===== config.mk =====
export PLATFORM = sky130hd
export DESIGN_NAME = pltss_fifo
export DESIGN_NICKNAME = d
export VERILOG_FILES = /design/src/pltss_pkg.sv /design/src/pltss_fifo.sv
export SDC_FILE = /design/constraint.sdc
export NUM_CORES = 1
export LEC_CHECK = 0
export BUFFER_PORTS_ARGS = -buffer_cell sky130_fd_sc_hd__buf_2
export CORE_MARGIN = 1
export CORE_UTILIZATION = 45
export CTS_CLUSTER_SIZE = 20
export DETAILED_ROUTE_END_ITERATION = 8
export PLACE_DENSITY = 0.7
export SYNTH_ARGS = -nofsm -noshare
export SYNTH_HDL_FRONTEND = slang
export SYNTH_SLANG_ARGS = --single-unit

===== constraint.sdc =====
create_clock -name clk_i -period 1.97 [get_ports clk_i]
set_input_delay 0.0985 -clock clk_i [delete_from_list [all_inputs] [get_ports clk_i]]
set_output_delay 0.0985 -clock clk_i [all_outputs]
set_load 0.03 [all_outputs]

===== src/pltss_pkg.sv =====
// shared types and constants for the three-ordinate breakpoint table
package pltss_pkg;

  localparam int DefTableDepth = 64;
  localparam int CmdQueueDepth = 2;
  localparam int ResQueueDepth = 2;
  localparam int DataW         = 32;
  localparam int IndexW        = 6;
  localparam int CountW        = 7;
  localparam int RegionW       = 2;
  localparam int NumOrd        = 3;

  typedef enum logic {
    OP_WRITE  = 1'b0,
    OP_SAMPLE = 1'b1
  } op_e;

  localparam logic [RegionW-1:0] RegionInterp = 2'd0;
  localparam logic [RegionW-1:0] RegionFirst  = 2'd1;
  localparam logic [RegionW-1:0] RegionLast   = 2'd2;

  typedef struct packed {
    op_e                           op;
    logic [IndexW-1:0]             idx;
    logic [DataW-1:0]              x;
    logic [NumOrd-1:0][DataW-1:0]  y;
  } cmd_t;

  typedef struct packed {
    logic [DataW-1:0]              x;
    logic [NumOrd-1:0][DataW-1:0]  y;
  } entry_t;

  typedef struct packed {
    logic [NumOrd-1:0][DataW-1:0]  val;
    logic [RegionW-1:0]            region;
  } res_t;

endpackage


===== src/pltss_fifo.sv =====
// small register queue used between the front, the engine and the result ports
module pltss_fifo import pltss_pkg::*; #(
  parameter int W     = 8,
  parameter int DEPTH = 2
) (
  input  logic         clk_i,
  input  logic         rst_ni,
  input  logic         push_i,
  input  logic [W-1:0] data_i,
  output logic         full_o,
  input  logic         pop_i,
  output logic [W-1:0] data_o,
  output logic         empty_o
);

  localparam int AW = (DEPTH > 1) ? $clog2(DEPTH) : 1;
  localparam int CW = $clog2(DEPTH + 1);

  logic [W-1:0]  mem_q [DEPTH];
  logic [AW-1:0] wr_ptr_q, wr_ptr_d, rd_ptr_q, rd_ptr_d;
  logic [CW-1:0] cnt_q, cnt_d;
  logic          wr_en, rd_en;

  assign full_o  = (cnt_q == CW'(DEPTH));
  assign empty_o = (cnt_q == '0);
  assign wr_en   = push_i && !full_o;
  assign rd_en   = pop_i && !empty_o;
  assign data_o  = mem_q[rd_ptr_q];

  always_comb begin
    wr_ptr_d = wr_ptr_q;
    rd_ptr_d = rd_ptr_q;
    cnt_d    = cnt_q;
    if (wr_en) begin
      wr_ptr_d = (wr_ptr_q == AW'(DEPTH - 1)) ? '0 : wr_ptr_q + AW'(1);
    end
    if (rd_en) begin
      rd_ptr_d = (rd_ptr_q == AW'(DEPTH - 1)) ? '0 : rd_ptr_q + AW'(1);
    end
    if (wr_en && !rd_en) begin
      cnt_d = cnt_q + CW'(1);
    end else if (rd_en && !wr_en) begin
      cnt_d = cnt_q - CW'(1);
    end
  end

  always_ff @(posedge clk_i or negedge rst_ni) begin
    if (!rst_ni) begin
      wr_ptr_q <= '0;
      rd_ptr_q <= '0;
      cnt_q    <= '0;
    end else begin
      wr_ptr_q <= wr_ptr_d;
      rd_ptr_q <= rd_ptr_d;
      cnt_q    <= cnt_d;
    end
  end

  always_ff @(posedge clk_i) begin
    if (wr_en) begin
      mem_q[wr_ptr_q] <= data_i;
    end
  end

endmodule


==> results.toml, run 1 <==
[sta]
maxSlewViolCount = 0
hold_viol_final = 0
finalCritPeriodShare_pct = 78.8
max_slew_margin_pct = 73.4
setup_viol = 0
worstMarginPinSlew_ps = 400
setup_tns_ps = 0
rsz0062_at_grt = "false"
min_period_ps = 1550
max_freq_ghz = 0.644
finClkSkew_ps = 4.85

[setup_path]
critPathLaunchType = "flip-flop"
crit_slowest_cell = "dfrtp_1"
crit_chain = "mux2_2 -> buf_2"
cp.arrival_ps = 1450
worst_setup_path_end_kind = "primary output"
required_ps = 1870
cp_max_fo = 9
critPathMaxStageDelay_ps = 600
crit_type = "reg2out"

[synthesis]
yosys-top-cells-count = "16 x edfxtp_1, 6 x mux2_1, 4 x dfrtp_1, 3 x nor2_1"
synth_nets = 57
synth_cell_types = 15
ys.flop_type = "edfxtp_1"
avgSynthCellArea_um2 = 17.8
yosysMostFrequentCell = "edfxtp_1"
synth_seq_area_share_pct = 74.2
synth-edff-count = 16
yosysTopAreaCell = "edfxtp_1"
ys_ff_latch = 20
yosysWarningCount = 0
syn_inst = 44
synth.cell_area_um2 = 782
async_reset_ff_share_pct = 20.0
synth_top_area_share_pct = 61.4
synthTopCellsByArea = "edfxtp_1 61%, dfrtp_1 13%, mux2_1 8.6%"

[routing]
drtIter0Drc = 9
first_pass_iters = 3
drc = 0
ant_nets = 0
wl_per_cell_um = 11.6
vias = 458
drt_wl_total_mm = 1.10
viasPerCell = 4.87

[die]
core-area_um2 = 1560
start_util_pct = 50.2
io_pins = 22
die-height_um = 43.7
rows = 14
die_area_um2 = 1910
die-width_um = 43.7

[cts]
clk_pin_slew_worst_paths_ps = 100
ctsHtreeMaxLevel = 1
numCtsBuffers = 3
cts_root_buf = "clkbuf_4"
clock_latency_ps = 300
cts_resized = 0
cts_sinks = 20
clockBufferDepth = 2
cts_tree = "done"

[min_path]
holdCritPathClass = "in2reg"

[layout]
fillers = 112
num_antenna_cells = 0
drive_above_1_share_pct = 37.2
multiInputGateArea_um2 = 189
area_delta_synth_final_pct = 31.2
nets = 92
fin_util_pct = 65.8
seq_area_um2 = 581

[global_route]
grt_pass1_wl_mm = 1.88
grt-ovfl-total = 0
antenna_found_initial = 0
grt_max_degree = 12
track_usage_pct = 14.4
grt_pass1_vias = 425

[outcome]
status = "completed"

[placement]
dp_hpwl_um = 773
globalplace.congestion = 0.653
port_buffers = 21

[flow_run]
max_cap_viol_count = 0

[power_and_ir_drop]
vdd_drop_max_mv = 0.887
p_per_area_nw_per_um2 = 1430
p_leak_nw = 0.432
[through the flow]
step	hold WS [ps]	cell area [um2]	total power, mW	std cells	setup WS (ps)
final	90.3	1030	1.47	94	417
after detailed placement	-90.9	910	1.28	81	517
after global placement	-91.5	910	1.27	81	539
after CTS	95.1	1030	1.48	94	398
after floorplan	-197	782	1.12	44	578
after global routing	79.8	1030	1.55	94	335
[flip-flops by register name, summed over array words and instances (netlist names)]
name and flops:
mem_q 16, rd_ptr_q 1, cnt_q 2, wr_ptr_q 1
[worst paths after layout]
kind,start,endpoint,depth (start not counted),slack [ps]
min in group asynchronous,rst_ni,cnt_q[1],2,120
worst min-delay path,push_i,wr_ptr_q,3,90
max in group asynchronous,rst_ni,rd_ptr_q,2,1740
worst max register to register,cnt_q[0],cnt_q[1],7,500
worst min register to register,cnt_q[1],cnt_q[1],1,520
worst max-delay path,rd_ptr_q,data_o[2],2,420
[power by group]
part | switching (mW) | internal [mW] | total [mW]
logic | 0.354 | 0.238 | 0.593
clock network | 0.116 | 0.0789 | 0.195
registers | 0.0910 | 0.590 | 0.681
[placed cells by master (no fill, tap or decap), drive strengths merged]
cell	count
and3	1
buf	22
clkbuf	4
dfrtp	4
dlygate4sd3	9
edfxtp	16
ha	1
inv	2
mux2	8
nand2	1
nand2b	1
nor2	3
o21ai	1
xnor2	3
xor2	2
[repair_timing]
action / in CTS / in global routing
setup buffers: 0 / 0
hold endpoints to repair: 20 / 0
hold buffers: 9 / 0
[layer usage]
| layer | share of wire (%) | track usage (%) | wire (um) | vias to the layer above |
|---|---|---|---|---|
| li1 | - | - | - | 225 |
| met1 | 44 | 18.2 | 483 | 219 |
| met2 | 50 | 21.8 | 544 | 11 |
| met3 | 3.1 | 2.50 | 34 | 3 |
| met4 | 3.0 | 11.3 | 33 | 0 |
| met5 | 0 | 0 | 0 | - |
[cell type report]
class                           instances  area share, %
Sequential cell                        20           56.6
Timing Repair Buffer                   31           19.8
Multi-Input combinational cell         21           18.4
Clock buffer                            4           2.56
Tap cell                               16           1.95
Inverter                                2          0.732
[logic make-up after synthesis]
logic type                 count (synthesis)  share of synthesized area, %
and+or+nand+nor                            6                          3.84
DFF                                       20                          74.2
xor gates and xnor gates                   5                          6.56
buffers and inverters                      3                          1.60
adders and majority gates                  1                          1.60
AOI/OAI and AO/OA                          1                         0.639
muxes                                      8                          11.5
[worst max-delay path, delay by kind of cell (launching register included)]
family	cells	cell delay, ps
buf+inv	1	180
flops	1	600
mux	1	390
Power figures use the tool's default switching activity.
==> run 2, diff against run 1 <==
--- a/config.mk
+++ b/config.mk
@@ -7,10 +7,10 @@
 export LEC_CHECK = 0
 export BUFFER_PORTS_ARGS = -buffer_cell sky130_fd_sc_hd__buf_2
 export CORE_MARGIN = 1
-export CORE_UTILIZATION = 45
+export CORE_UTILIZATION = 44
 export CTS_CLUSTER_SIZE = 20
 export DETAILED_ROUTE_END_ITERATION = 8
-export PLACE_DENSITY = 0.7
+export PLACE_DENSITY = 0.72
 export SYNTH_ARGS = -nofsm -noshare
 export SYNTH_HDL_FRONTEND = slang
 export SYNTH_SLANG_ARGS = --single-unit
==> constraint.sdc (replaced) <==
create_clock -name clk_i -period 1.3 [get_ports clk_i]
set_input_delay 0.065 -clock clk_i [delete_from_list [all_inputs] [get_ports clk_i]]
set_output_delay 0.065 -clock clk_i [all_outputs]
set_load 0.03 [all_outputs]
==> results.toml, run 2 (synthesis results as in run 1) <==
[outcome]
status = "complete, but fails checks"
violations = "negative setup slack"

[setup_path]
cp.arrival_ps = 1290
startpoint = "rd_ptr_q"
r2r-start = "cnt_q[0]"
cp_max_fo = 5
critPathLaunchType = "flip-flop"
worst_setup_path_end_kind = "primary output"
required_ps = 1240
crit_type = "reg2out"

[placement]
dp_hpwl_um = 928
dp_cells = 87
globalplace.congestion = 0.680
port_buffers = 21
postPlaceCellArea_um2 = 972

[global_route]
grt_pass1_wl_mm = 2.18
globalRouteMet3Util_pct = 4.90
grt-ovfl-total = 0
use_met1_pct = 18.7
grt_pass1_vias = 549
antenna_found_initial = 0
grt_max_degree = 11
track_usage_pct = 16.3
top_usage_layer = "met2"
met2_usage_pct = 27.6

[layout]
num_antenna_cells = 0
mostFrequentLayoutCells = "16 x edfxtp_1, 13 x buf_2, 12 x buf_6, 9 x dlygate4sd3_1"
fin_cells = 102
regMostFlops = "mem_q"
fillers = 100
final_common_cell = "edfxtp_1"
top_regs = "mem_q: 16 flops, cnt_q: 2 flops"
postLayoutCellArea_um2 = 1220
drive_above_1_share_pct = 60.5
nets = 101
largest_reg_flops = 16
area_delta_synth_final_pct = 55.7

[die]
core-area_um2 = 1580
rows = 14
die-height_um = 44.2
die_area_um2 = 1950
io_pins = 22
start_util_pct = 49.6
die-width_um = 44.2

[routing]
wl_per_cell_um = 13.1
first_pass_iters = 4
drt_wl_total_mm = 1.33
ant_nets = 0
drc = 0
drtIter0Drc = 4
vias = 495
viasPerCell = 4.85

[power_and_ir_drop]
power_frac_seq_pct = 35.3
power.switching_uw = 989
combinationalPowerShare_pct = 55.2
p_per_area_nw_per_um2 = 2300
clock_power_share_pct = 9.5
power.internal_mw = 1.81
sw_frac_of_total_pct = 35.3
p_leak_nw = 0.527
vdd_drop_max_mv = 1.44

[cts]
clk_pin_slew_worst_paths_ps = 90
cts_sinks = 20
cts_tree = "done"
clock_latency_ps = 290
clockBufferDepth = 2
cts_root_buf = "clkbuf_4"
ctsHtreeMaxLevel = 1
numCtsBuffers = 3

[sta]
setup_ws_ps = -50.3
hold_viol_final = 0
worstMarginPinSlew_ps = 200
min_period_ps = 1350
hold_slack_ps = 103
maxSlewViolCount = 0
setup_viol = 8
finalCritPeriodShare_pct = 104
max_freq_ghz = 0.741
finClkSkew_ps = 3.46
max_slew_margin_pct = 86.7
rsz0062_at_grt = "true"

[min_path]
holdCritPathClass = "in2async"

[flow_run]
max_cap_viol_count = 0
-- run 2: cell count changes in the layout (fill, tap and decap cells not counted), moves of 2 or more --
| cell | delta |
|---|---|
| mux2_1 | -6 |
| dfrtp_2 | +2 |
| buf_6 | +12 |
| mux2_4 | +6 |
| buf_4 | +5 |
| buf_2 | -8 |
| dfrtp_1 | -2 |
-- run 2: worst paths after layout --
kind	to	slack, ps	cells past startpoint
min	cnt_q[0]	100	2
max in group asynchronous	rd_ptr_q	1060	2
min in group clk_i	rd_ptr_q	160	4
min reg2reg	wr_ptr_q	600	2
max	data_o[7]	-50	3
max reg2reg	cnt_q[1]	0	7
-- run 2: per-layer routing --
layer  up-vias  routed length (um)
li1        242                   -
met1       242                 541
met2        11                 741
met3         0                  50
met4         0                   0
met5         -                   0
-- run 2: power by group through the flow --
stage	sequential, mW	clock (mW)	combinational, mW
finish	0.989	0.266	1.55
global route	1.00	0.308	1.65
CTS	0.985	0.279	1.52
detailed placement	1.03	0	1.08
global placement	1.02	0	1.06
floorplan	0.988	0	0.763
-- run 2: timing repair --
item                       CTS  global route
buffers inserted             3             0
hold endpoints to repair    20             0
hold buffers                 9             0
resized for setup           28             5
pin swaps                    2             0
setup endpoints to repair    9            25
-- run 2: final cells by class --
cell class / instances / area [um2] / area share (%)
sequential: 20 / 583 / 47.9
timing repair buffer: 40 / 335 / 27.5
multi-input combinational: 21 / 249 / 20.5
clock buffer: 3 / 22.5 / 1.85
tap: 16 / 20.0 / 1.64
inverter: 2 / 7.51 / 0.617
-- run 2: worst max-delay path: stages (launching register included) --
cell	delay, ps
dfrtp_2	380
buf_6	130
mux2_2	350
buf_6	140
-- run 2: stage by stage --
stage	setup TNS, ps	utilization, %	power [mW]	setup slack (ps)
after floorplan	-0.793	-	1.75	-0.793
after global placement	0	61.7	2.08	27.6
after detailed placement	-5.76	61.7	2.11	-5.76
after CTS	-446	76.3	2.78	-58.8
after global routing	-936	77.2	2.96	-114
final	-341	77.2	2.80	-50.3
==> run 3, diff against run 2 <==
--- a/config.mk
+++ b/config.mk
@@ -6,11 +6,14 @@
 export NUM_CORES = 1
 export LEC_CHECK = 0
 export BUFFER_PORTS_ARGS = -buffer_cell sky130_fd_sc_hd__buf_2
+export CELL_PAD_IN_SITES_DETAIL_PLACEMENT = 1
+export CELL_PAD_IN_SITES_GLOBAL_PLACEMENT = 1
 export CORE_MARGIN = 1
-export CORE_UTILIZATION = 44
+export CORE_UTILIZATION = 39
+export CTS_BUF_LIST = sky130_fd_sc_hd__clkbuf_4
 export CTS_CLUSTER_SIZE = 20
 export DETAILED_ROUTE_END_ITERATION = 8
-export PLACE_DENSITY = 0.72
+export PLACE_DENSITY_LB_ADDON = 0.1
 export SYNTH_ARGS = -nofsm -noshare
 export SYNTH_HDL_FRONTEND = slang
 export SYNTH_SLANG_ARGS = --single-unit
==> constraint.sdc (replaced) <==
create_clock -name clk_i -period 1.3 [get_ports clk_i]
set_input_delay 0.13 -clock clk_i [delete_from_list [all_inputs] [get_ports clk_i]]
set_output_delay 0.13 -clock clk_i [all_outputs]
set_load 0.03 [all_outputs]
==> results.toml, run 3 (synthesis results as in run 1) <==
[sta]
maxSlewViolCount = 0
hold_viol_final = 0
max_freq_ghz = 0.661
finClkSkew_ps = 14.3
rsz0062_at_grt = "true"
worstMarginPinSlew_ps = 253
setup_viol = 17
finalCritPeriodShare_pct = 116
min_period_ps = 1510
setup_tns_ps = -1860
setup_ws_ps = -212
max_slew_margin_pct = 83.1

[setup_path]
worst_setup_path_end_kind = "primary output"
critPathMaxStageDelay_ps = 460
crit_path_frequent_cell = "buf_6"
crit_type = "reg2out"
required_ps = 1170
crit_slowest_cell = "dfrtp_2"
cpLargestDelayFamily = "flip-flops"
critPathLaunchType = "flip-flop"
crit_chain = "buf_6 -> mux2_4 -> buf_6"
cp.arrival_ps = 1380
crit_buf_inv = 2
cp_max_fo = 4

[power_and_ir_drop]
p_leak_nw = 0.568
vdd_drop_max_mv = 1.68
p_per_area_nw_per_um2 = 2520

[die]
die-width_um = 46.8
core-area_um2 = 1800
die_area_um2 = 2190
start_util_pct = 43.4
rows = 15
io_pins = 22
die-height_um = 46.8

[cts]
clk_pin_slew_worst_paths_ps = 120
cts_tree = "done"
cts_root_buf = "clkbuf_4"
numCtsBuffers = 3
clock_latency_ps = 320
ctsHtreeMaxLevel = 1
cts_sinks = 20
clockBufferDepth = 2

[layout]
regMostFlops = "mem_q"
top_regs = "mem_q: 16 flops, cnt_q: 2 flops"
num_antenna_cells = 0
mostFrequentLayoutCells = "16 x edfxtp_1, 16 x buf_6, 11 x buf_2, 9 x buf_4, 8 x dlygate4sd3_1"
largest_reg_flops = 16
nets = 105
area_delta_synth_final_pct = 67.8
drive_above_1_share_pct = 63.7

[global_route]
track_usage_pct = 18.1
grt-ovfl-total = 0
antenna_found_initial = 0
grt_pass1_vias = 517
grt_max_degree = 13
grt_pass1_wl_mm = 2.44

[routing]
wl_per_cell_um = 18.6
vias = 562
drt_wl_total_mm = 2.16
ant_nets = 0
drtIter0Drc = 10
first_pass_iters = 4
drc = 0
viasPerCell = 4.84

[outcome]
violations = "negative setup slack"
status = "complete, but fails checks"

[placement]
globalplace.congestion = 0.697
dp_worst_setup_slack_ps = -37.0
port_buffers = 21
dp_hpwl_mm = 1.13

[min_path]
holdCritPathClass = "in2reg"

[flow_run]
max_cap_viol_count = 0
==> run 3: timing repair <==
action,CTS,global route
endpoints found under the hold margin,4,10
pin swaps,3,2
resized for setup,33,8
hold buffers,1,7
endpoints found under the setup margin,16,19
gates cloned,0,0
buffers inserted,6,1
==> run 3: power by group <==
group / switching, mW / internal (mW)
Sequential: 0.136 / 0.903
Clock: 0.208 / 0.312
Combinational: 0.824 / 0.923
Total: 1.17 / 2.14
==> run 3: final cells by class <==
cell class,instances,area [um2]
inverter,2,7.51
clock buffer,3,22.5
clock inverter,1,30.0
fill,160,489
timing repair buffer,44,383
multi-input combinational,21,255
tap,25,31.3
sequential,20,583
==> run 3: through the flow <==
step | instance area, um2 | power (mW) | std cells | utilization [%] | hold slack [ps]
2_1_floorplan | 800 | 1.75 | 44 | - | -166
3_3_place_gp | 991 | 2.10 | 97 | 55.0 | -53.3
3_5_place_dp | 991 | 2.14 | 97 | 55.0 | -55.2
4_1_cts | 1210 | 3.14 | 108 | 67.2 | 0.159
5_1_grt | 1310 | 3.45 | 116 | 72.8 | 14.4
6_report | 1310 | 3.31 | 116 | 72.8 | 21.9
==> run 3: final timing paths <==
path                       cells past startpoint  startpoint  slack (ps)          end
max                                            3    rd_ptr_q        -210    data_o[6]
min                                            1   data_i[2]          20  mem_q[0][2]
max reg2reg                                    5    cnt_q[1]         -90     cnt_q[1]
min reg2reg                                    1    wr_ptr_q         580     wr_ptr_q
max in group asynchronous                      2      rst_ni        1010     wr_ptr_q
min in group asynchronous                      2      rst_ni         150     cnt_q[0]
==> run 3: layer usage <==
metal	track usage [%]	vias to the layer above	wire length, um
li1	-	255	-
met2	33.1	25	1190
met1	18.0	275	834
met4	10.3	0	46
met3	5.77	7	92
met5	0	-	0
